`src/pll_divider_select_assert.svh`:
```
// assertion macros shared by the pll divider select rtl
`ifndef PLL_DIVIDER_SELECT_ASSERT_SVH
`define PLL_DIVIDER_SELECT_ASSERT_SVH

// same-cycle implication, checked out of reset
`define PDS_ASSERT_NOW(lbl, ante, cons, msg) \
   lbl: assert property (@(posedge clock) disable iff (reset) (ante) |-> (cons)) \
      else $error(msg);

// next-cycle implication, checked out of reset
`define PDS_ASSERT_NEXT(lbl, ante, cons, msg) \
   lbl: assert property (@(posedge clock) disable iff (reset) (ante) |=> (cons)) \
      else $error(msg);

`endif

```
`src/pds_pkg.sv`:
```
// shared types and constants for the pll divider select block
package pds_pkg;

   localparam int CSR_IDX_W  = 2;
   localparam int REF_CLK_W  = 16;
   localparam int REF_DIV_W  = 10;
   localparam int RATIO_W    = 5;
   localparam int CODE_W     = 3;
   localparam int FB_W       = 30;
   localparam int WORD_W     = 31;
   localparam int CODE_SHIFT = 16;
   localparam int MIN_MULT   = 12;
   localparam int NUM_POST   = 8;
   localparam int SEL_W      = 3;

   localparam logic [CSR_IDX_W-1:0] REG_REF_CLOCK   = 2'd0;
   localparam logic [CSR_IDX_W-1:0] REG_REF_DIVIDER = 2'd1;
   localparam logic [CSR_IDX_W-1:0] REG_VCO_MIN     = 2'd2;
   localparam logic [CSR_IDX_W-1:0] REG_VCO_MAX     = 2'd3;

   localparam int REF_CLOCK_RESET   = 2700;
   localparam int REF_DIVIDER_RESET = 12;
   localparam int VCO_MIN_RESET     = 12000;
   localparam int VCO_MAX_RESET     = 35000;
   localparam int VCO_MIN_Q_RESET   = VCO_MIN_RESET / MIN_MULT;

   // post dividers in search order and their hardware codes
   localparam logic [RATIO_W-1:0] POST_RATIO [NUM_POST] =
      '{5'd1, 5'd2, 5'd4, 5'd8, 5'd3, 5'd16, 5'd6, 5'd12};
   localparam logic [CODE_W-1:0] POST_CODE [NUM_POST] =
      '{3'd0, 3'd1, 3'd2, 3'd3, 3'd4, 3'd5, 3'd6, 3'd7};

   typedef struct packed {
      logic advance;
      logic accept;
   } pipe_ctl_type;

   typedef struct packed {
      logic [RATIO_W-1:0] ratio;
      logic [CODE_W-1:0]  code;
      logic               found;
   } post_sel_type;

endpackage

```
`src/pds_div.sv`:
```
// pipelined restoring divider, one quotient bit per stage
module pds_div #(
   parameter int DIVD_W = 30,
   parameter int DIVS_W = 16,
   parameter int QUO_W  = 30,
   parameter int PAY_W  = 8
) (
   input  logic                  clock,
   input  logic                  reset,
   input  pds_pkg::pipe_ctl_type ctl,
   input  logic                  in_valid,
   input  logic [DIVD_W-1:0]     dividend,
   input  logic [DIVS_W-1:0]     divisor,
   input  logic [PAY_W-1:0]      in_pay,
   output logic                  out_valid,
   output logic [QUO_W-1:0]      quotient,
   output logic [PAY_W-1:0]      out_pay
);

   logic              val_ff [DIVD_W];
   logic [DIVS_W-1:0] rem_ff [DIVD_W];
   logic [DIVD_W-1:0] num_ff [DIVD_W];
   logic [QUO_W-1:0]  quo_ff [DIVD_W];
   logic [PAY_W-1:0]  pay_ff [DIVD_W];
   logic [DIVS_W-1:0] rem_in [DIVD_W];
   logic [DIVD_W-1:0] num_in [DIVD_W];
   logic [QUO_W-1:0]  quo_in [DIVD_W];

   for (genvar k = 0; k < DIVD_W; k++) begin : g_stage
      logic [DIVS_W-1:0] rem_prev;
      logic [DIVD_W-1:0] num_prev;
      logic [QUO_W-1:0]  quo_prev;
      logic [DIVS_W:0]   trial;
      logic              ge;

      if (k == 0) begin : g_first
         assign rem_prev = '0;
         assign num_prev = dividend;
         assign quo_prev = '0;
      end else begin : g_next
         assign rem_prev = rem_ff[k-1];
         assign num_prev = num_ff[k-1];
         assign quo_prev = quo_ff[k-1];
      end

      always_comb begin
         trial     = {rem_prev, num_prev[DIVD_W-1]};
         ge        = trial >= (DIVS_W+1)'(divisor);
         rem_in[k] = ge ? DIVS_W'(trial - (DIVS_W+1)'(divisor)) : trial[DIVS_W-1:0];
         num_in[k] = num_prev << 1;
         quo_in[k] = {quo_prev[QUO_W-2:0], ge};
      end

      always_ff @(posedge clock) begin
         if (reset) begin
            val_ff[k] <= 1'b0;
         end else if (ctl.advance) begin
            val_ff[k] <= (k == 0) ? in_valid : val_ff[(k == 0) ? 0 : k-1];
         end
      end

      always_ff @(posedge clock) begin
         if (ctl.advance) begin
            rem_ff[k] <= rem_in[k];
            num_ff[k] <= num_in[k];
            quo_ff[k] <= quo_in[k];
            pay_ff[k] <= (k == 0) ? in_pay : pay_ff[(k == 0) ? 0 : k-1];
         end
      end
   end

   assign out_valid = val_ff[DIVD_W-1];
   assign quotient  = quo_ff[DIVD_W-1];
   assign out_pay   = pay_ff[DIVD_W-1];

endmodule

```
`config.mk`:
```
export PLATFORM = sky130hd
export DESIGN_NAME = pds_div
export DESIGN_NICKNAME = d
export VERILOG_FILES = /design/src/pll_divider_select_assert.svh /design/src/pds_pkg.sv /design/src/pds_div.sv
export SDC_FILE = /design/constraint.sdc
export NUM_CORES = 2
export LEC_CHECK = 0
export ABC_AREA = 1
export BUFFER_PORTS_ARGS = -buffer_cell sky130_fd_sc_hd__buf_4
export CORE_ASPECT_RATIO = 1.2
export CORE_MARGIN = 8
export CORE_UTILIZATION = 35
export CTS_CLUSTER_DIAMETER = 80
export CTS_CLUSTER_SIZE = 24
export DETAILED_ROUTE_END_ITERATION = 6
export HOLD_SLACK_MARGIN = 0.1
export PLACE_DENSITY = 0.56
export SYNTH_ARGS = -nofsm -noshare
export SYNTH_HDL_FRONTEND = slang
export SYNTH_SLANG_ARGS = --single-unit
```
`constraint.sdc`:
```
create_clock -name clock -period 4.45 [get_ports clock]
set_input_delay 0.89 -clock clock [delete_from_list [all_inputs] [get_ports clock]]
set_output_delay 0.89 -clock clock [all_outputs]
set_load 0.01 [all_outputs]
```
Word level (Yosys, flattened, before mapping). Memories as Yosys holds them, arrays and structs flattened. Index checks and enable logic that the tools add are counted.

Register bits: 0. Memory bits (writable): 2520. Output and inout port bits: 39. Logic and storage cells: 161. Memories kept: 5.

$add $sub $neg: 30. Order comparisons: 30. Muxes and demuxes: 66. Bitwise gates (word level): 30.

Memories: quo_ff (depth 30, width 30, rd ports 30, clocked after memory_dff 0, wr ports 30, RTL line pds_div.sv:23) `logic [QUO_W-1:0] quo_ff [DIVD_W];`; num_ff (depth 30, width 29, rd ports 29, clocked after memory_dff 0, wr ports 30, RTL line pds_div.sv:22) `logic [DIVD_W-1:0] num_ff [DIVD_W];`; rem_ff (depth 30, width 16, rd ports 29, clocked after memory_dff 0, wr ports 30, RTL line pds_div.sv:21) `logic [DIVS_W-1:0] rem_ff [DIVD_W];`; pay_ff (depth 30, width 8, rd ports 30, clocked after memory_dff 0, wr ports 30, RTL line pds_div.sv:24) `logic [PAY_W-1:0] pay_ff [DIVD_W];`; val_ff (depth 30, width 1, rd ports 30, clocked after memory_dff 0, wr ports 30, RTL line pds_div.sv:20) `logic val_ff [DIVD_W];`.

Operators by type and width (number): greater-or-equal comparator 17 x 16 -> 1 bit (29); two-way mux 16 bit (30); subtractor 16 bit (29); two-way mux 1 bit (36); bitwise OR 1 bit (30); greater-or-equal comparator 1 x 16 -> 1 bit (1); subtractor 1 x 16 -> 16 bit (1).

Logic depth before layout (Yosys ltp).
Depth after elaboration: 4. Depth in mapped cells: 15. Depth with buffers taken out: 13.

Worst setup path after synthesis. OpenSTA, ideal clock, no wires.

Path type: input port to flip-flop. Start point: input port divisor[3]. End point: memory rem_ff[18][8] (data pin). Arrival time: 2.903 ns. Required time: 4.198 ns. Setup slack: 1.295 ns. Stages: 15. Path buffers: 3. Path through: buf_2 > inv_1 > ha_1 > nand2_2 > inv_1 > nand2_1 > nand2_1 > nand2_1 > nand3_2 > nand2_2 > nand2_2 > buf_6 > buf_12 > nand2_1 > nand2_1.

RTL lines: start, declared (RTL line pds_div.sv:13) `input logic [DIVS_W-1:0] divisor,`; end, declared (RTL line pds_div.sv:21).

==> reports/results.txt <==
Port-buffer cells -> 96
Slew at the pin with the worst max-slew slack -> 1.143 ns
WHS -> 0.2892 ns
Final setup TNS -> 0 ns
Post-Syn Instances -> 9135
Final hold violations -> 0
CP Capture Type -> register
Post-synth top area share -> 57.03%
DRT Pass-1 Iters -> 6
Post-synth cell types -> 46
Starting Density -> 35.15%
Pin count of the biggest net entering global routing -> 152
Leading area contributor after synthesis -> edfxtp_1
CTS tree -> built
Root buf cell -> clkbuf_16
Overall Global Routing Usage -> 15.09%
Post-CTS Hold Buffers -> 0
MaxCap Viol Count -> 0
Min cycle time layout -> 3.516 ns
CTS buffer count -> 109
P&R area growth vs syn -> 10.40%
Final Wtd Congestion -> 0.8866
Commonest non-fill, non-tap cells in the layout -> 3413 x nand2_1, 1634 x edfxtp_1, 1367 x inv_1
Maximum VDD drop -> 0.3358 mV
Total gr overflow -> 0
Slew Viols, Final -> 0
First-pass GRT wire length -> 317.7 mm
RSZ-0062 raised after global routing -> false
Drt wl/cell -> 16.04 µm
Crit Path Class -> in -> reg
# Post-CTS Setup Buffers -> 0
Share of cells above drive strength 1 -> 5.845%
Die area -> 262000 µm²
Slowest cell delay on critical path -> 0.85 ns
Critical path's slowest cell -> clkinv_1
Worst-path maximum fanout -> 19
Yosys warns -> 0
Htree depth -> 3
Outcome -> completed
Skew-Pair Late Insertion Delay -> 0.77 ns
Initial antenna violation count -> 4
Post-DRT Antenna Nets -> 0
Row count -> 199
Post-Syn Nets -> 9688
Slew HR -> 23.31%
Ports -> 98
Final Net Count -> 9892
Fillers -> 24090
DRT Wirelength -> 202.5 mm
Commonest non-fill, non-tap cell in the layout -> nand2_1
Fin util -> 38.81%
Critical Path RT -> 4.97 ns
Deepest clock path buffer count -> 3
Top cells by area, synth -> edfxtp_1 57%, nand2_1 15%, ha_1 6.8%
Max Fclk -> 284.4 MHz
Sequential cell area fraction in the yosys report -> 57.03%
Flop and latch count out of synthesis -> 1634
Initial DRC count -> 4299
Worst-path cell chain -> buf_4, clkinv_1, ha_1, nand2_1, inv_1, nand2_1, a21oi_1, nor2_2, nand2_4, nand2_1, nand2_1
Final Skew -> 0.04649 ns
Post-synth EDFFs -> 1634
Leak Pwr -> 43.92 nW
Post-synthesis cell area -> 86040 µm²
Crit path DAT -> 4.04 ns
Number of global-route vias before repair -> 58950
Final non-filler cell total -> 12630
Total number of vias -> 59720
Synth Area per Inst -> 9.418 µm²
Dpl cells -> 12440
CP dominant cell by count -> nand2_1
Die Width -> 468.6 µm
Final period util -> 79.00%
Die Y -> 559.1 µm
Ys async rst share -> 0%
Detailed Place HPWL -> 142.2 mm
Worst hold path type -> in -> reg
# DRC -> 0
Core ar. -> 244800 µm²
Post-cts gate resize count -> 0
Multi-input gate area -> 30910 µm²
Clock Sinks -> 1634
Endpoints failing setup -> 0
Area taken by flip-flops and latches -> 49070 µm²
Via-to-Cell Ratio -> 4.730
Ys flop type -> edfxtp_1
Pwr per Cell Area -> 624.7 nW/µm²
CP Launch Type -> primary input
Clock transition at the registers of the reported paths -> 0.09 ns
## per-layer routing
layer  vias to the layer above  track usage [%]  wire, µm
li1                      30330                -         -
met1                     27960            19.01     88510
met2                      1064            26.37     98170
met3                       368            1.911      7742
met4                         0            5.697      8113
met5                         -                0         0
## path summary, 6_finish.rpt
| path | slack [ns] | start | cells past startpoint | end |
|---|---|---|---|---|
| max | 0.93 | divisor[13] | 11 | rem_ff[24][3] |
| min | 0.29 | dividend[24] | 1 | num_ff[0][24] |
| max reg2reg | 1.88 | rem_ff[23][13] | 9 | rem_ff[24][3] |
| min reg2reg | 0.40 | quo_ff[1][128] | 0 | quo_ff[1][159] |
## cells in the mapped netlist, types with 9 or more instances
library cell and number:
xnor2_1 43, nor3_1 92, edfxtp_1 1634, nand2_4 26, buf_2 45, and2_1 17
xor2_1 132, nand2_2 44, nor2_4 23, o21a_1 23, nor2_1 388, or2_2 16
nand3_1 735, nand2_1 3413, nand3_2 13, nand3b_1 58, nor2_2 18, buf_4 25
and3_1 15, inv_2 11, ha_1 466, nand4_1 124, nor4_2 9, inv_1 1376
buf_6 29, o21ai_0 15, fa_1 28, a21oi_1 249, o21bai_1 17
## power breakdown
part / internal (mW) / switching [mW]
Clock: 4.99 / 5.98
Sequential: 21.1 / 1.86
Combinational: 8.69 / 16.7
## cell type report
class / count / share of cell area (%)
Sequential cell: 1634 / 51.66
Antenna cell: 1 / 0.002634
Clock buffer: 113 / 2.910
Multi-Input combinational cell: 6000 / 32.54
Inverter: 1388 / 5.485
Timing Repair Buffer: 206 / 2.084
Clock inverter: 68 / 1.087
Tap cell: 3216 / 4.236
## metrics by stage
| step | setup WS [ns] | total power, mW | instance area, µm² |
|---|---|---|---|
| 5_1_grt | 0.7078 | 64.35 | 94990 |
| 3_3_place_gp | 0.09811 | 48.44 | 91190 |
| 2_1_floorplan | 1.295 | 41.68 | 86040 |
| 4_1_cts | 0.9541 | 59.99 | 94980 |
| 3_5_place_dp | 0.06434 | 48.61 | 91190 |
| 6_report | 0.9344 | 59.34 | 94990 |
## registers in the layout (all words and copies together), names as in the netlist
name and cells:
num_ff 435, pay_ff 240, quo_ff 465, rem_ff 464, val_ff 30
## worst max-delay path: cells and delay by family
family	cells	cell delay [ns]
and+or+nand+nor	6	1.30
AOI/OAI and AO/OA	1	0.06
buffers and inverters	3	1.01
adders and majority gates	1	0.73
## cell families after synthesis
logic type | after synthesis | synth area share [%]
XOR/XNOR | 175 | 1.781
adder cells (fa/ha/maj) | 494 | 7.428
AND/OR/NAND/NOR | 5006 | 24.67
flip-flops | 1634 | 57.03
buffers and inverters | 1501 | 7.044
AO/OA/AOI/OAI | 325 | 2.042
Note: power is estimated with default switching activity, not from simulation.
