### src/pll_divider_select_assert.svh
// assertion macros shared by the pll divider select rtl
`ifndef PLL_DIVIDER_SELECT_ASSERT_SVH
`define PLL_DIVIDER_SELECT_ASSERT_SVH

// same-cycle implication, checked out of reset
`define PDS_ASSERT_NOW(lbl, ante, cons, msg) \
   lbl: assert property (@(posedge clock) disable iff (reset) (ante) |-> (cons)) \
      else $error(msg);

// next-cycle implication, checked out of reset
`define PDS_ASSERT_NEXT(lbl, ante, cons, msg) \
   lbl: assert property (@(posedge clock) disable iff (reset) (ante) |=> (cons)) \
      else $error(msg);

`endif

### src/pds_pkg.sv
// shared types and constants for the pll divider select block
package pds_pkg;

   localparam int CSR_IDX_W  = 2;
   localparam int REF_CLK_W  = 16;
   localparam int REF_DIV_W  = 10;
   localparam int RATIO_W    = 5;
   localparam int CODE_W     = 3;
   localparam int FB_W       = 30;
   localparam int WORD_W     = 31;
   localparam int CODE_SHIFT = 16;
   localparam int MIN_MULT   = 12;
   localparam int NUM_POST   = 8;
   localparam int SEL_W      = 3;

   localparam logic [CSR_IDX_W-1:0] REG_REF_CLOCK   = 2'd0;
   localparam logic [CSR_IDX_W-1:0] REG_REF_DIVIDER = 2'd1;
   localparam logic [CSR_IDX_W-1:0] REG_VCO_MIN     = 2'd2;
   localparam logic [CSR_IDX_W-1:0] REG_VCO_MAX     = 2'd3;

   localparam int REF_CLOCK_RESET   = 2700;
   localparam int REF_DIVIDER_RESET = 12;
   localparam int VCO_MIN_RESET     = 12000;
   localparam int VCO_MAX_RESET     = 35000;
   localparam int VCO_MIN_Q_RESET   = VCO_MIN_RESET / MIN_MULT;

   // post dividers in search order and their hardware codes
   localparam logic [RATIO_W-1:0] POST_RATIO [NUM_POST] =
      '{5'd1, 5'd2, 5'd4, 5'd8, 5'd3, 5'd16, 5'd6, 5'd12};
   localparam logic [CODE_W-1:0] POST_CODE [NUM_POST] =
      '{3'd0, 3'd1, 3'd2, 3'd3, 3'd4, 3'd5, 3'd6, 3'd7};

   typedef struct packed {
      logic advance;
      logic accept;
   } pipe_ctl_type;

   typedef struct packed {
      logic [RATIO_W-1:0] ratio;
      logic [CODE_W-1:0]  code;
      logic               found;
   } post_sel_type;

endpackage

### src/pds_csr.sv
// configuration registers and the vco_min divide-by-twelve unit
module pds_csr #(
   parameter int FREQ_BITS = 20
) (
   input  logic                             clock,
   input  logic                             reset,
   input  logic                             csr_valid,
   output logic                             csr_ready,
   input  logic [pds_pkg::CSR_IDX_W-1:0]    csr_index,
   input  logic [FREQ_BITS-1:0]             csr_wdata,
   output logic [pds_pkg::REF_CLK_W-1:0]    ref_clock,
   output logic [pds_pkg::REF_DIV_W-1:0]    ref_divider,
   output logic [FREQ_BITS-1:0]             vco_min,
   output logic [FREQ_BITS-1:0]             vco_max,
   output logic [FREQ_BITS-1:0]             vco_min_q
);

   localparam int QTR_W = FREQ_BITS - 2;
   localparam int PRD_W = QTR_W + 33;
   localparam logic [32:0] THIRD_RECIP = 33'hAAAAAAAB;

   logic [pds_pkg::REF_CLK_W-1:0] ref_clock_ff;
   logic [pds_pkg::REF_DIV_W-1:0] ref_divider_ff;
   logic [FREQ_BITS-1:0]          vco_min_ff;
   logic [FREQ_BITS-1:0]          vco_max_ff;
   logic [FREQ_BITS-1:0]          vco_min_q_ff, vco_min_q_in;
   logic [PRD_W-1:0]              third_prod;

   // divide by twelve as a quarter, then a third by reciprocal multiply
   always_comb begin
      third_prod   = PRD_W'(csr_wdata[FREQ_BITS-1:2]) * PRD_W'(THIRD_RECIP);
      vco_min_q_in = {2'b00, third_prod[PRD_W-1:33]};
   end

   always_ff @(posedge clock) begin
      if (reset) begin
         ref_clock_ff   <= pds_pkg::REF_CLK_W'(pds_pkg::REF_CLOCK_RESET);
         ref_divider_ff <= pds_pkg::REF_DIV_W'(pds_pkg::REF_DIVIDER_RESET);
         vco_min_ff     <= FREQ_BITS'(pds_pkg::VCO_MIN_RESET);
         vco_max_ff     <= FREQ_BITS'(pds_pkg::VCO_MAX_RESET);
         vco_min_q_ff   <= FREQ_BITS'(pds_pkg::VCO_MIN_Q_RESET);
      end else if (csr_valid) begin
         unique case (csr_index)
            pds_pkg::REG_REF_CLOCK: begin
               ref_clock_ff <= csr_wdata[pds_pkg::REF_CLK_W-1:0];
            end
            pds_pkg::REG_REF_DIVIDER: begin
               ref_divider_ff <= csr_wdata[pds_pkg::REF_DIV_W-1:0];
            end
            pds_pkg::REG_VCO_MIN: begin
               vco_min_ff   <= csr_wdata;
               vco_min_q_ff <= vco_min_q_in;
            end
            pds_pkg::REG_VCO_MAX: begin
               vco_max_ff <= csr_wdata;
            end
            default: begin
            end
         endcase
      end
   end

   assign csr_ready   = 1'b1;
   assign ref_clock   = ref_clock_ff;
   assign ref_divider = ref_divider_ff;
   assign vco_min     = vco_min_ff;
   assign vco_max     = vco_max_ff;
   assign vco_min_q   = vco_min_q_ff;

endmodule

### config.mk
export PLATFORM = sky130hd
export DESIGN_NAME = pds_csr
export DESIGN_NICKNAME = d
export VERILOG_FILES = /design/src/pll_divider_select_assert.svh /design/src/pds_pkg.sv /design/src/pds_csr.sv
export SDC_FILE = /design/constraint.sdc
export NUM_CORES = 1
export LEC_CHECK = 0
export BUFFER_PORTS_ARGS = -buffer_cell sky130_fd_sc_hd__buf_2
export CAP_MARGIN = 15
export CORE_MARGIN = 5
export CORE_UTILIZATION = 60
export CTS_BUF_LIST = sky130_fd_sc_hd__clkbuf_4 sky130_fd_sc_hd__clkbuf_8
export CTS_CLUSTER_SIZE = 25
export DETAILED_ROUTE_END_ITERATION = 16
export HOLD_SLACK_MARGIN = 0.08
export PLACE_DENSITY = 0.83
export SYNTH_ARGS = -nofsm -noshare
export SYNTH_HDL_FRONTEND = slang
export SYNTH_SLANG_ARGS = --single-unit
### constraint.sdc
create_clock -name clock -period 17.1 [get_ports clock]
set_input_delay 1.71 -clock clock [delete_from_list [all_inputs] [get_ports clock]]
set_output_delay 1.71 -clock clock [all_outputs]
set_load 0.05 [all_outputs]
# Word level (Yosys, flattened, before mapping)

Index checks and enable logic that the tools add are counted.

Register bits after elaboration: 83
Output and inout bits: 87
Bits of input ports: 25
Word-level logic and storage cells: 14

Equal/unequal tests: 3
Multiply operators: 1
Reduce and logical (&&, ||, !) cells: 5

Operator list:

| cell                     | number |
|---|---|
| $mul A18 B32 Y50 const B | 1 |
| $reduce_and A2 Y1        | 4 |
| $eq A2 B2 Y1 const B     | 2 |
| $eq A2 B1 Y1 const B     | 1 |
| $logic_not A2 Y1         | 1 |

# Longest topological paths before layout

Word-level depth: 2
Depth in mapped cells: 21
Depth with buffers taken out: 21

# Least setup slack after synthesis

Ideal clock, no wire load.

Path kind: input to register
Start: input csr_wdata[5]
End: register vco_min_q_ff[10], in the netlist vco_min_q[10]
Path slack: 9.949 ns
Buffers on the path: 0
Stages on the path: 21
Library setup time: 0.117 ns
Data arrival time: 7.034 ns
Required time: 16.983 ns
Cells stage by stage: ha_1 > inv_1 > fa_1 > inv_1 > fa_1 > inv_1 > fa_1 > inv_1 > fa_1 > inv_1 > fa_1 > inv_1 > ha_1 > nand2_2 > nor4_2 > a2111oi_1 > a211oi_2 > o311ai_2 > a21boi_1 > or3_1 > a32o_1

Word-level cells in the longest chain between the ends: 1

Ends and longest elaborated chain:

| item                 | RTL line      | text |
|---|---|---|
| start, declared      | pds_csr.sv:10 | `input logic [FREQ_BITS-1:0] csr_wdata,` |
| $mul A18 B32 Y50     | pds_csr.sv:31 | `third_prod = PRD_W'(csr_wdata[FREQ_BITS-1:2]) * PRD_W'(THIRD_RECIP);` |
| end signal, assigned | pds_csr.sv:41 | `vco_min_q_ff <= FREQ_BITS'(pds_pkg::VCO_MIN_Q_RESET);` |
| end signal, assigned | pds_csr.sv:52 | `vco_min_q_ff <= vco_min_q_in;` |
| end, declared        | pds_csr.sv:26 | `logic [FREQ_BITS-1:0] vco_min_q_ff, vco_min_q_in;` |

Every way passes these cells.
A chain may end at the register's enable or synchronous reset.

# Worst setup path after layout

Start: input csr_wdata[7]
End: register vco_min_q_ff[10], in the netlist vco_min_q[10]

Same word-level chain as after synthesis.

==> reports/metrics.yaml <==
status:
  status: "complete, no violations"
detailed_routing:
  routed_wl_um: 21000
  drtIter0Drc: 460
  detail-route-antenna-nets: 0
  route.detailed.wl_per_inst_um: 17.2
  vias: 6826
  drc_errors: 0
  drt_first_pass_iters: 5
  vias_per_cell: 5.57
worst_setup_path:
  rr_startpoint: "vco_min_q[5]"
  crit_path_max_incr_delay_ns: 0.61
  arrival_ns: 7.74
  cp.required_ns: 17.37
  rrSetupSlack_ns: 16.29
  crit_path_cell_trace: "buf_2, ha_1, inv_1, fa_1, inv_1, fa_1, inv_1, fa_1, inv_1, fa_1, inv_1, fa_1, inv_1, ha_1, nand2_2, nor4_2, a2111oi_1, a211oi_2, o311ai_2, a21boi_1, or3_1, a32o_1"
  worstSetupStartpoint: "csr_wdata[7]"
  setup.worst_path.end: "vco_min_q[10]"
  cpMostUsedCell: "inv_1"
  cp_slowest_cell: "fa_1"
  worst_setup_path_end_kind: "register"
  r2r_cells: 2
  critPathMaxFanout: 7
  start_kind: "input pin"
  r2r_end: "vco_min_q[5]"
  critPathKind: "in2reg"
die:
  die_h_um: 127
  die_w_um: 127
  ioPinCount: 112
  start_util_pct: 60.3
  die_area_um2: 16200
  row_count: 43
  core_um2: 13700
sta:
  max_freq_mhz: 134
  worst_pin_slew_ns: 1.03
  period_share_pct: 43.7
  setup_violations: 0
  slew_violations: 0
  fin_tns_setup_ns: 0
  fin_ws_ns: 9.63
  fin_crit_ns: 7.47
  rsz0062_at_grt: "no"
  finClkSkew_ns: 0
  slew_headroom_pct: 31.3
  hold_violations: 0
grt:
  overflow: 0
  met2_usage_pct: 47.1
  grt_pass1_wl_um: 34300
  track_usage_pct: 26.8
  grt_use_met1_pct: 33.5
  grt_max_degree: 56
  antenna_found_initial: 0
  top_usage_layer: "met2"
  use_met3_pct: 4.68
  grt_pass1_vias: 6889
clock_tree:
  cts_hold_buffers: 0
  clockRootBuffer: "clkbuf_8"
  numCtsBuffers: 9
  cts_max_path_buffers: 2
  htreeDepth: 3
  clkTransAtPathRegs_ns: 0.09
  cts_tree: "built"
  clock_sinks: 83
  insertion_delay_ns: 0.37
  cts_setup_buffers: 0
  cts_resized: 0
final_layout:
  diodes: 0
  nFillCells: 1094
  fin_nets: 1295
  drive_above_1_share_pct: 13.6
  final_common_cell: "inv_1"
  final_cell_mix: "inv_1 (197), nand2_1 (155), ha_1 (128), buf_2 (107), fa_1 (101)"
  syn2layout_area_growth_pct: 11.2
yosys:
  syn_inst: 945
  async_flop_share_pct: 0
  avgSynthCellArea_um2: 8.75
  synth-simple-area-share_pct: 13.0
  ys_seq_area_share_pct: 20.1
  synth_edf_count: 0
  synth_top_family_by_area: "adder cells"
  ys_types: 58
  yosysWarnings: 0
  synth-compound-area-share_pct: 11.4
  synth_ff_type: "dfxtp_1"
  synth_mux_area_share_pct: 0
  ys_ff_latch: 83
  syn_area_um2: 8270
  synth_xor_xnor_area_share_pct: 1.27
  synth_fa_ha_area_share_pct: 43.8
placement:
  numPortBuffers: 107
  hpwl_um: 17100
  post-place-ws_ns: 9.24
  gp_congestion: 0.926
worst_hold_path:
  hp-class: "reg2reg"
flow_run:
  drv_cap: 0
==> per-stage QoR <==
| stage | cell area, um^2 | utilization, % | hold slack [ns] | cells |
|---|---|---|---|---|
| finish | 9200 | 67.0 | 0.454 | 1226 |
| global route | 9200 | 67.0 | 0.470 | 1226 |
| CTS | 9200 | 67.0 | 0.450 | 1226 |
| detailed placement | 8950 | 65.3 | 0.439 | 1210 |
| global placement | 8950 | 65.3 | 0.437 | 1210 |
| floorplan | 8280 | - | 0.660 | 947 |
==> logic make-up (layout without fill, tap and decap cells) <==
| group | count (synthesis) | count (layout) |
|---|---|---|
| compound gates | 150 | 150 |
| xor+xnor | 12 | 12 |
| fa+ha+maj | 229 | 229 |
| buf+inv | 224 | 323 |
| flops | 83 | 83 |
| other cells | 2 | 4 |
| simple gates | 245 | 245 |
==> flip-flops by register name, indices dropped and copies added (netlist names) <==
name         count
ref_clock       16
vco_min         20
ref_divider     10
vco_min_q       17
vco_max         20
==> worst min path at each step <==
| stage | start | endpoint | slack (ns) | cells after the start |
|---|---|---|---|---|
| after global placement | vco_min_q[16] | vco_min_q[16] | 0.44 | 2 |
| after floorplan | vco_min_q[16] | vco_min_q[16] | 0.66 | 2 |
| after CTS | vco_min_q[16] | vco_min_q[16] | 0.45 | 2 |
| after detailed placement | vco_min_q[16] | vco_min_q[16] | 0.44 | 2 |
| final | vco_max[6] | vco_max[6] | 0.45 | 2 |
| after global routing | vco_min_q[16] | vco_min_q[16] | 0.47 | 2 |
==> cells in the mapped netlist, types with 3 or more instances <==
library cell,n,area share [%]
inv_1,197,8.9
nand2_1,155,7.0
ha_1,128,19
fa_1,101,24
dfxtp_1,83,20
a21oi_1,70,4.2
nand3_1,36,2.2
clkbuf_1,19,0.86
nor2_1,18,0.82
a21o_1,13,1.2
o21ai_0,12,0.73
xnor2_1,11,1.2
nor3_1,9,0.54
o21ai_1,9,0.54
a31oi_1,6,0.45
o211ai_1,6,0.54
a211oi_1,5,0.45
buf_1,4,0.18
buf_4,4,0.36
nand4_1,4,0.30
o31ai_1,4,0.36
o21bai_1,3,0.27
or4_1,3,0.27
==> critical path: cells and delay by family <==
kind,cells,cell delay (ns)
AO/OA/AOI/OAI,5,1.36
adder cells (fa/ha/maj),7,3.45
buffers and inverters,7,0.67
AND/OR/NAND/NOR,3,0.54
==> final cells by class <==
class                           count  area, um^2  share of cell area [%]
Multi-Input combinational cell    640        5770                    62.7
Sequential cell                    83        1660                    18.1
Inverter                          197         739                    8.04
Timing Repair Buffer              110         558                    6.07
Tap cell                          180         225                    2.45
Clock buffer                        9         124                    1.35
Clock inverter                      7         121                    1.32
==> layer usage <==
metal / up-vias / share of wire, % / wire (um)
met1: 3268 / 41 / 8600
met4: 0 / 2.9 / 606
met5: - / 0 / 0
met2: 284 / 49 / 10400
met3: 50 / 7.0 / 1470
li1: 3224 / - / -
Power is left out: the tool's default activity adds up to more than one toggle a clock period on the data nets, which glitch-free logic cannot reach.
