### config.mk
export PLATFORM = sky130hd
export DESIGN_NAME = pds_front
export DESIGN_NICKNAME = d
export VERILOG_FILES = /design/src/pll_divider_select_assert.svh /design/src/pds_pkg.sv /design/src/pds_front.sv
export SDC_FILE = /design/constraint.sdc
export NUM_CORES = 1
export LEC_CHECK = 0
export BUFFER_PORTS_ARGS = -buffer_cell sky130_fd_sc_hd__buf_2
export CORE_ASPECT_RATIO = 0.8
export CORE_MARGIN = 2
export CORE_UTILIZATION = 41
export CTS_CLUSTER_SIZE = 24
export DETAILED_ROUTE_END_ITERATION = 10
export PLACE_DENSITY = 0.55
export SKIP_LAST_GASP = 1
export SLEW_MARGIN = 20
export SYNTH_ARGS = -nofsm -noshare
export SYNTH_HDL_FRONTEND = slang
export SYNTH_SLANG_ARGS = --single-unit
### constraint.sdc
create_clock -name clock -period 7.3 [get_ports clock]
set_clock_uncertainty 0.1 [all_clocks]
set_input_delay 1.46 -clock clock [delete_from_list [all_inputs] [get_ports clock]]
set_output_delay 1.46 -clock clock [all_outputs]
set_load 0.01 [all_outputs]
### src/pll_divider_select_assert.svh
// assertion macros shared by the pll divider select rtl
`ifndef PLL_DIVIDER_SELECT_ASSERT_SVH
`define PLL_DIVIDER_SELECT_ASSERT_SVH

// same-cycle implication, checked out of reset
`define PDS_ASSERT_NOW(lbl, ante, cons, msg) \
   lbl: assert property (@(posedge clock) disable iff (reset) (ante) |-> (cons)) \
      else $error(msg);

// next-cycle implication, checked out of reset
`define PDS_ASSERT_NEXT(lbl, ante, cons, msg) \
   lbl: assert property (@(posedge clock) disable iff (reset) (ante) |=> (cons)) \
      else $error(msg);

`endif

### src/pds_pkg.sv
// shared types and constants for the pll divider select block
package pds_pkg;

   localparam int CSR_IDX_W  = 2;
   localparam int REF_CLK_W  = 16;
   localparam int REF_DIV_W  = 10;
   localparam int RATIO_W    = 5;
   localparam int CODE_W     = 3;
   localparam int FB_W       = 30;
   localparam int WORD_W     = 31;
   localparam int CODE_SHIFT = 16;
   localparam int MIN_MULT   = 12;
   localparam int NUM_POST   = 8;
   localparam int SEL_W      = 3;

   localparam logic [CSR_IDX_W-1:0] REG_REF_CLOCK   = 2'd0;
   localparam logic [CSR_IDX_W-1:0] REG_REF_DIVIDER = 2'd1;
   localparam logic [CSR_IDX_W-1:0] REG_VCO_MIN     = 2'd2;
   localparam logic [CSR_IDX_W-1:0] REG_VCO_MAX     = 2'd3;

   localparam int REF_CLOCK_RESET   = 2700;
   localparam int REF_DIVIDER_RESET = 12;
   localparam int VCO_MIN_RESET     = 12000;
   localparam int VCO_MAX_RESET     = 35000;
   localparam int VCO_MIN_Q_RESET   = VCO_MIN_RESET / MIN_MULT;

   // post dividers in search order and their hardware codes
   localparam logic [RATIO_W-1:0] POST_RATIO [NUM_POST] =
      '{5'd1, 5'd2, 5'd4, 5'd8, 5'd3, 5'd16, 5'd6, 5'd12};
   localparam logic [CODE_W-1:0] POST_CODE [NUM_POST] =
      '{3'd0, 3'd1, 3'd2, 3'd3, 3'd4, 3'd5, 3'd6, 3'd7};

   typedef struct packed {
      logic advance;
      logic accept;
   } pipe_ctl_type;

   typedef struct packed {
      logic [RATIO_W-1:0] ratio;
      logic [CODE_W-1:0]  code;
      logic               found;
   } post_sel_type;

endpackage

### src/pds_front.sv
// clamp, post divider search and dividend stages
module pds_front #(
   parameter int FREQ_BITS = 20,
   parameter int DIVD_W    = FREQ_BITS + pds_pkg::REF_DIV_W
) (
   input  logic                          clock,
   input  logic                          reset,
   input  pds_pkg::pipe_ctl_type         ctl,
   input  logic [FREQ_BITS-1:0]          target_clock,
   input  logic [pds_pkg::REF_CLK_W-1:0] ref_clock,
   input  logic [pds_pkg::REF_DIV_W-1:0] ref_divider,
   input  logic [FREQ_BITS-1:0]          vco_min,
   input  logic [FREQ_BITS-1:0]          vco_max,
   input  logic [FREQ_BITS-1:0]          vco_min_q,
   output logic                          out_valid,
   output logic [DIVD_W-1:0]             dividend,
   output logic [FREQ_BITS-1:0]          dot_clock,
   output logic [FREQ_BITS-1:0]          vco_freq,
   output pds_pkg::post_sel_type         post_sel
);

   localparam int PW = FREQ_BITS + pds_pkg::RATIO_W;
   localparam int MW = FREQ_BITS + 4;

   logic [5:0]                    v_ff;
   logic [FREQ_BITS-1:0]          clk1_ff, clk2_ff, clk3_ff, clk4_ff, clk5_ff, clk6_ff;
   logic [FREQ_BITS-1:0]          clk1_in, clk2_in;
   logic [pds_pkg::NUM_POST-1:0]  fit3_ff, fit3_in;
   logic [FREQ_BITS-1:0]          vco4_ff, vco5_ff, vco6_ff, vco4_in;
   pds_pkg::post_sel_type         sel4_ff, sel5_ff, sel6_ff, sel4_in;
   logic [DIVD_W-1:0]             prod5_ff, prod5_in, sum6_ff, sum6_in;
   logic [MW-1:0]                 clk_x12;
   logic [PW-1:0]                 vco_full;
   logic [pds_pkg::SEL_W-1:0]     sel_idx;

   assign clk1_in = (target_clock > vco_max) ? vco_max : target_clock;

   always_comb begin
      clk_x12 = (MW'(clk1_ff) << 3) + (MW'(clk1_ff) << 2);
      clk2_in = (clk_x12 < MW'(vco_min)) ? vco_min_q : clk1_ff;
   end

   always_comb begin
      for (int i = 0; i < pds_pkg::NUM_POST; i++) begin
         fit3_in[i] = (PW'(clk2_ff) * PW'(pds_pkg::POST_RATIO[i]) >= PW'(vco_min)) &&
                      (PW'(clk2_ff) * PW'(pds_pkg::POST_RATIO[i]) <= PW'(vco_max));
      end
   end

   // first fitting entry in search order wins
   always_comb begin
      sel_idx = '0;
      for (int i = pds_pkg::NUM_POST - 1; i >= 0; i--) begin
         if (fit3_ff[i]) begin
            sel_idx = pds_pkg::SEL_W'(i);
         end
      end
      sel4_in.found = |fit3_ff;
      sel4_in.ratio = sel4_in.found ? pds_pkg::POST_RATIO[sel_idx] : '0;
      sel4_in.code  = sel4_in.found ? pds_pkg::POST_CODE[sel_idx] : '0;
      vco_full      = PW'(clk3_ff) * PW'(sel4_in.ratio);
      vco4_in       = vco_full[FREQ_BITS-1:0];
   end

   assign prod5_in = DIVD_W'(ref_divider) * DIVD_W'(vco4_ff);
   assign sum6_in  = prod5_ff + DIVD_W'(ref_clock >> 1);

   always_ff @(posedge clock) begin
      if (reset) begin
         v_ff <= '0;
      end else if (ctl.advance) begin
         v_ff <= {v_ff[4:0], ctl.accept};
      end
   end

   always_ff @(posedge clock) begin
      if (ctl.advance) begin
         clk1_ff  <= clk1_in;
         clk2_ff  <= clk2_in;
         clk3_ff  <= clk2_ff;
         fit3_ff  <= fit3_in;
         clk4_ff  <= clk3_ff;
         vco4_ff  <= vco4_in;
         sel4_ff  <= sel4_in;
         clk5_ff  <= clk4_ff;
         vco5_ff  <= vco4_ff;
         sel5_ff  <= sel4_ff;
         prod5_ff <= prod5_in;
         clk6_ff  <= clk5_ff;
         vco6_ff  <= vco5_ff;
         sel6_ff  <= sel5_ff;
         sum6_ff  <= sum6_in;
      end
   end

   assign out_valid = v_ff[5];
   assign dividend  = sum6_ff;
   assign dot_clock = clk6_ff;
   assign vco_freq  = vco6_ff;
   assign post_sel  = sel6_ff;

endmodule

=== Word level (Yosys, flattened, before mapping) ===
Memory sizes are Yosys's and may differ from the RTL's. A register that Yosys moved wholly into a read port is not among the register bits.
Index checks and enable logic that the tools add are counted.

* Output and inout port bits: 80
* Register bits: 278
* Memory bits (read-only): 64
* Word-level logic and storage cells: 73
* Memories: 2
* Input bits: 110

* Muxes and demuxes: 13
* $mul: 5
* Reductions and logical operators: 10
* Bitwise gates (word level): 1
* Magnitude comparators: 19
* Add/subtract/negate cells: 2

{| class="wikitable"
|+ Memories
! memory !! words !! width !! rd ports !! clocked after Yosys merged registers in !! wr ports !! RTL line !! text
|-
| (name not given) || 8 || 5 || 1 || 0 || 0 || pds_front.sv:59 || <nowiki>sel4_in.ratio = sel4_in.found ? pds_pkg::POST_RATIO[sel_idx] : '0;</nowiki>
|-
| (name not given) || 8 || 3 || 1 || 1 || 0 || pds_front.sv:60 || <nowiki>sel4_in.code = sel4_in.found ? pds_pkg::POST_CODE[sel_idx] : '0;</nowiki>
|}

{| class="wikitable"
|+ Operators with widths
! operator !! count
|-
| $mul 20x2->22 const B || 3
|-
| $ge 24x20->1 || 2
|-
| $le 24x20->1 || 2
|-
| $ge 23x20->1 || 2
|-
| $le 23x20->1 || 2
|-
| $ge 22x20->1 || 2
|-
| $le 22x20->1 || 2
|-
| $mux 20 || 2
|-
| $add 30x15->30 || 1
|-
| $mul 10x20->30 || 1
|-
| $add 23x22->24 || 1
|-
| $lt 24x20->1 || 1
|-
| $mux 3 || 8
|-
| $ge 21x20->1 || 1
|-
| $le 21x20->1 || 1
|-
| $ge 20x20->1 || 1
|-
| $gt 20x20->1 || 1
|-
| $le 20x20->1 || 1
|-
| $mul 20x5->20 || 1
|-
| $mux 5 || 3
|-
| $logic_and 1x1->1 || 8
|-
| $reduce_or 8->1 || 1
|-
| $ge 4x4->1 const B || 1
|-
| $not 3->4 || 1
|-
| $logic_not 1->1 || 1
|}

=== Depth between registers and ports, before layout ===
Gate-level depths: netlist of run 1.

* Depth after elaboration: 14
* Depth in mapped cells: 23

=== Worst setup path after synthesis of run 1 ===
OpenSTA, ideal clock, no wires.

* Path kind: input -> register
* Start: input port ref_divider[9] (netlist bit)
* End: register prod5_ff[23], data pin
* Setup time: 0.260 ns
* Required time: 6.940 ns
* Arrival: 6.184 ns
* Stages on the path: 18
* Path slack: 0.757 ns
* Path buffers: 1
* Path through: clkbuf_1 > and2_1 > fa_1 > inv_1 > fa_1 > fa_1 > inv_1 > fa_1 > fa_1 > ha_1 > o2111ai_1 > nor2_1 > a21oi_1 > o31ai_1 > nand3_1 > o311ai_0 > a21oi_1 > xnor2_1

* Cells in the longest elaborated chain, start to end: 1

{| class="wikitable"
|+ RTL lines
! element !! RTL line !! text
|-
| from (decl) || pds_front.sv:11 || <nowiki>input logic [pds_pkg::REF_DIV_W-1:0] ref_divider,</nowiki>
|-
| $mul 10x20->30 || pds_front.sv:65 || <nowiki>assign prod5_in = DIVD_W'(ref_divider) * DIVD_W'(vco4_ff);</nowiki>
|-
| named net prod5_in[23] || pds_front.sv:31 || <nowiki>logic [DIVD_W-1:0] prod5_ff, prod5_in, sum6_ff, sum6_in;</nowiki>
|-
| to (signal assigned) || pds_front.sv:88 || <nowiki>prod5_ff <= prod5_in;</nowiki>
|-
| to (decl) || pds_front.sv:31 ||
|}

The timed path passes the listed nets, and every way through them passes these cells.
A chain may end at the register's enable or synchronous reset.

=== Worst setup path after layout of run 1 ===
Ends and elaborated chain as after synthesis.

==> results.toml, run 1 <==
[setup_path]
critPathMaxStageDelay_ps = 550
cp_cell_sequence = "buf_2, nand2_1, fa_1, fa_1, inv_1, fa_1, fa_1, fa_1, ha_1, o2111ai_1, nor2_1, a21oi_1, o31ai_1, buf_4, nand3_1, o311ai_0, a21oi_1, xnor2_1"
worst-path-buf-inv = 3
required_ps = 7490
slowest_stage = "fa_1"
critPathKind = "input pin to register"
crit_family = "adder cells"
start_kind = "input pin"
end_kind = "register"
critPathMostFrequentCell = "fa_1"
crit_arrival_ps = 6780
crit_fanout = 12

[yosys]
mappedNetlistArea_sq_um = 27760
yosysWarnings = 0
yosysTopAreaCell = "edfxtp_1"
ys_ff_latch = 281
syn_inst = 2608
synth.avg_cell_area_sq_um = 10.64
ys_seq_area_frac = 0.3018
ys_types = 80
async_flop_share = 0
syn_nets = 3384
synth_top_flop_cell = "edfxtp_1"
synthTopCellsByArea = "edfxtp_1 (30%), ha_1 (21%), fa_1 (14%), inv_1 (3.6%), and2_1 (3.2%)"
yosysTopAreaCellShare = 0.2975
synth_edf_count = 275

[global_route]
track_usage = 0.2102
grt_pass1_wl_microns = 115800
grt-ovfl-total = 0
grt_max_degree = 137
antenna_found_initial = 1
grt_pass1_vias = 21270

[drt]
drc = 0
wl_per_cell_microns = 19.05
post_drt_via_cell_ratio = 5.485
vias = 20560
dr.pass1.iters = 7
drtIter0Drc = 1147
routed_wl_microns = 71380
antenna_left = 0

[placed_design]
hpwl_microns = 56300
gp_congestion = 0.9131
port_buffers = 188

[cts]
clkSlewWorstSetupHoldPaths_ps = 60
clk_latency_ps = 570
root_buffer = "clkbuf_16"
cts_setup_buffers = 0
clock_sinks = 281
cts_tree = "done"
cts_resized = 0
hold_buffers = 0
cts-buffers-inserted = 34
clk_path_buf_depth = 3
htreeDepth = 2

[timing]
final-hold-violation-count = 0
worst_pin_slew_ps = 964.6
grt_setup_unrepaired = "false"
slew_headroom = 0.3523
drv_slew = 0
setup_violations = 0
layout_min_cycle_time_ps = 6583
fin_crit_sh = 0.9018
fmax_mhz = 151.9
setup_tns_ps = 0

[floorplan]
start_util = 0.4137
die_w_microns = 294.9
fp-row-count = 85
core_area_sq_um = 67110
die_h_microns = 236.7
die_area_sq_um = 69820
pin_count = 190

[cells_and_area]
diodes = 0
final_common_cell = "ha_1"
nets = 3585
fillers = 6251
layout_common_cells = "ha_1 (474), edfxtp_1 (275), inv_1 (268)"
drive_gt1_frac = 0.1160
syn_to_final_growth_pct = 11.62

[job]
drv_cap = 0

[status]
status = "finished clean"

[worst_hold_path]
hp-class = "register to register"
-- per-layer routing --
metal | wire length [microns] | track usage | vias up
met2 | 30410 | 0.3156 | 492
met4 | 1348 | 0.04777 | 0
li1 | - | - | 9738
met1 | 35800 | 0.3198 | 10240
met3 | 3817 | 0.02788 | 88
met5 | 0 | 0 | -
-- kinds of logic after synthesis --
logic type,Yosys count,synth area share
simple gates,676,0.1244
fa+ha+maj,666,0.3521
compound gates,515,0.1233
buf+inv,320,0.04385
flops,281,0.3018
xor+xnor,101,0.03236
mux,49,0.02222
-- layout make-up --
cell class	instances	area, sq um	share of cell area
Multi-Input combinational cell	2007	18170	0.5864
Sequential cell	281	8378	0.2704
Timing Repair Buffer	217	1181	0.03812
Tap cell	913	1142	0.03687
Inverter	268	1006	0.03246
Clock buffer	41	898.4	0.02899
Clock inverter	21	209.0	0.006743
-- cell usage after synthesis, types with 18 or more instances --
master      n
nand3_1    40
xor2_1     21
edfxtp_1  275
o21a_1     39
nor2_1     97
a21oi_1   138
xnor2_1    79
o21ai_0    85
and3_1     30
nor2b_1    22
nand2_1   194
ha_1      474
and2_1    141
a211oi_1   22
fa_1      192
a31oi_1    18
nand2b_1   24
clkbuf_1   48
nor3_1     37
inv_1     268
mux2_2     20
a21o_1    113
mux2_4     20
nand4_1    46
-- final timing paths --
kind	from	end	slack (ps)	cells past startpoint
min reg2reg	vco5_ff[19]$_DFFE_PP_	vco_freq[19]$_DFFE_PP_	300	0
max reg2reg	fit3_ff[2]$_DFFE_PP_	vco4_ff[18]$_DFFE_PP_	1040	18
max	ref_divider[9]	prod5_ff[23]$_DFFE_PP_	720	18
min	vco5_ff[19]$_DFFE_PP_	vco_freq[19]$_DFFE_PP_	300	0
-- stage by stage --
stage	utilization	cell area [sq um]	hold slack (ps)	worst slack, ps	std cells
final	0.4618	30990	300.6	716.9	3748
after detailed placement	0.4453	29880	304.5	213.6	3686
after global placement	0.4453	29880	302.5	166.2	3686
after floorplan	-	27760	300.3	756.8	2608
after CTS	0.4618	30990	296.7	767.3	3748
after global routing	0.4618	30990	309.7	365.0	3748
Power of run 1 is not shown: default switching activity piles up to over one toggle a cycle in this logic, so the estimate is an artifact.
==> run 2: changes to the inputs <==
--- a/config.mk
+++ b/config.mk
@@ -5,13 +5,17 @@
 export SDC_FILE = /design/constraint.sdc
 export NUM_CORES = 1
 export LEC_CHECK = 0
+export ABC_AREA = 0
 export BUFFER_PORTS_ARGS = -buffer_cell sky130_fd_sc_hd__buf_2
+export CELL_PAD_IN_SITES_DETAIL_PLACEMENT = 1
+export CELL_PAD_IN_SITES_GLOBAL_PLACEMENT = 1
 export CORE_ASPECT_RATIO = 0.8
 export CORE_MARGIN = 2
 export CORE_UTILIZATION = 41
+export CTS_BUF_LIST = sky130_fd_sc_hd__clkbuf_8 sky130_fd_sc_hd__clkbuf_16
 export CTS_CLUSTER_SIZE = 24
 export DETAILED_ROUTE_END_ITERATION = 10
-export PLACE_DENSITY = 0.55
+export PLACE_DENSITY = 0.66
 export SKIP_LAST_GASP = 1
 export SLEW_MARGIN = 20
 export SYNTH_ARGS = -nofsm -noshare
==> results.toml, run 2 (synthesis gave the netlist of run 1 again) <==
[status]
status = "finished clean"

[setup_path]
crit_arrival_ps = 6880
endpoint = "prod5_ff[23]$_DFFE_PP_"
worstRegToRegCells = 18
slowest_stage = "fa_1"
r2r_start = "fit3_ff[2]$_DFFE_PP_"
crit_cells = 18
worst-path-buf-inv = 3
cp_cell_sequence = "buf_2, nand2_1, fa_1, fa_1, inv_1, fa_1, fa_1, fa_1, ha_1, o2111ai_1, nor2_1, a21oi_1, o31ai_1, buf_4, nand3_1, o311ai_0, a21oi_1, xnor2_1"
start_kind = "input pin"
critPathKind = "input pin to register"
end_kind = "register"
crit_family = "adder cells"
critPathMaxStageDelay_ps = 550
rr_endpoint = "vco4_ff[18]$_DFFE_PP_"
rrSetupSlack_ps = 990
required_ps = 7490
crit_fanout = 20
critPathMostFrequentCell = "fa_1"
worstSetupStartpoint = "ref_divider[9]"

[placed_design]
gp_congestion = 0.8798
hpwl_microns = 62710
placed_area_sq_um = 29890
port_buffers = 188

[timing]
drv_slew = 0
setup_tns_ps = 0
layout_min_cycle_time_ps = 6689
grt_setup_unrepaired = "false"
slew_headroom = 0.2754
final-hold-violation-count = 0
worst_pin_slew_ps = 1087
fin_crit_sh = 0.9164
fmax_mhz = 149.5
setup_violations = 0

[cts]
clkSlewWorstSetupHoldPaths_ps = 60
clk_path_buf_depth = 3
clock_sinks = 281
root_buffer = "clkbuf_16"
hold_buffers = 0
cts-buffers-inserted = 34
cts_tree = "done"
cts_setup_buffers = 0
cts_resized = 0
htreeDepth = 2
clk_latency_ps = 550

[cells_and_area]
layout_common_cells = "ha_1 (474), edfxtp_1 (275), inv_1 (270)"
nets = 3587
final_core_util = 0.4627
fillers = 7372
diodes = 0
design_area_sq_um = 31050
drive_gt1_frac = 0.1175
syn_to_final_growth_pct = 11.84
final_common_cell = "ha_1"

[floorplan]
die_w_microns = 294.9
fp-row-count = 85
pin_count = 190
die_area_sq_um = 69820
start_util = 0.4137
core_area_sq_um = 67110
die_h_microns = 236.7

[global_route]
grt_max_degree = 152
track_usage = 0.2308
grt_pass1_wl_microns = 125700
grt-ovfl-total = 0
grt_pass1_vias = 22930
antenna_found_initial = 0

[drt]
wl_per_cell_microns = 21.02
drtIter0Drc = 1102
dr.pass1.iters = 5
routed_wl_microns = 78770
post_drt_via_cell_ratio = 5.534
drc = 0
vias = 20740
antenna_left = 0

[worst_hold_path]
hp-class = "register to register"

[job]
drv_cap = 0
## run 2: layer usage
layer,wire length (microns),GRT usage,share of wire
met5,0,0,0
met4,1668,0.05690,0.021
met3,3607,0.03370,0.046
met2,34840,0.3631,0.44
met1,38650,0.3334,0.49
## run 2: layout make-up
cell class	instances	area, sq um	area share
sequential	281	8378	0.2698
clock inverter	25	276.5	0.008906
clock buffer	35	875.8	0.02821
inverter	268	1006	0.03240
tap	913	1142	0.03679
multi-input combinational	2007	18170	0.5853
timing repair buffer	219	1196	0.03853
## run 2: worst min-delay path by stage
stage	startpoint	end	slack, ps	cells past startpoint
floorplan	clk4_ff[0]$_DFFE_PP_	clk5_ff[0]$_DFFE_PP_	300	0
global route	vco5_ff[15]$_DFFE_PP_	vco_freq[15]$_DFFE_PP_	310	0
finish	vco5_ff[15]$_DFFE_PP_	vco_freq[15]$_DFFE_PP_	310	0
detailed placement	vco5_ff[17]$_DFFE_PP_	vco_freq[17]$_DFFE_PP_	310	0
global placement	sel4_ff[4]$_DFFE_PP_	sel5_ff[4]$_DFFE_PP_	300	0
CTS	vco5_ff[15]$_DFFE_PP_	vco_freq[15]$_DFFE_PP_	300	0
## run 2: worst register-to-register path: stages, from the launching register on
cell	delay, ps
edfxtp_1	420
nor4_1	470
o41ai_1	270
a21oi_2	720
nand2_1	180
fa_1	490
fa_1	520
fa_1	550
inv_1	40
ha_1	340
a21o_1	210
a21oi_2	190
o21bai_1	110
a2111o_1	480
nand3_2	90
nand3_2	80
or4_4	440
a2111o_1	390
o211ai_2	80
## run 2: metrics by stage
stage,instances,hold slack [ps],setup slack [ps]
2_1_floorplan,2608,300.3,756.8
3_3_place_gp,3688,301.5,210.5
3_5_place_dp,3688,305.6,75.44
4_1_cts,3748,303.6,594.3
5_1_grt,3748,310.6,329.8
6_report,3748,306.1,610.5
Power of run 2 is left out for the same reason.
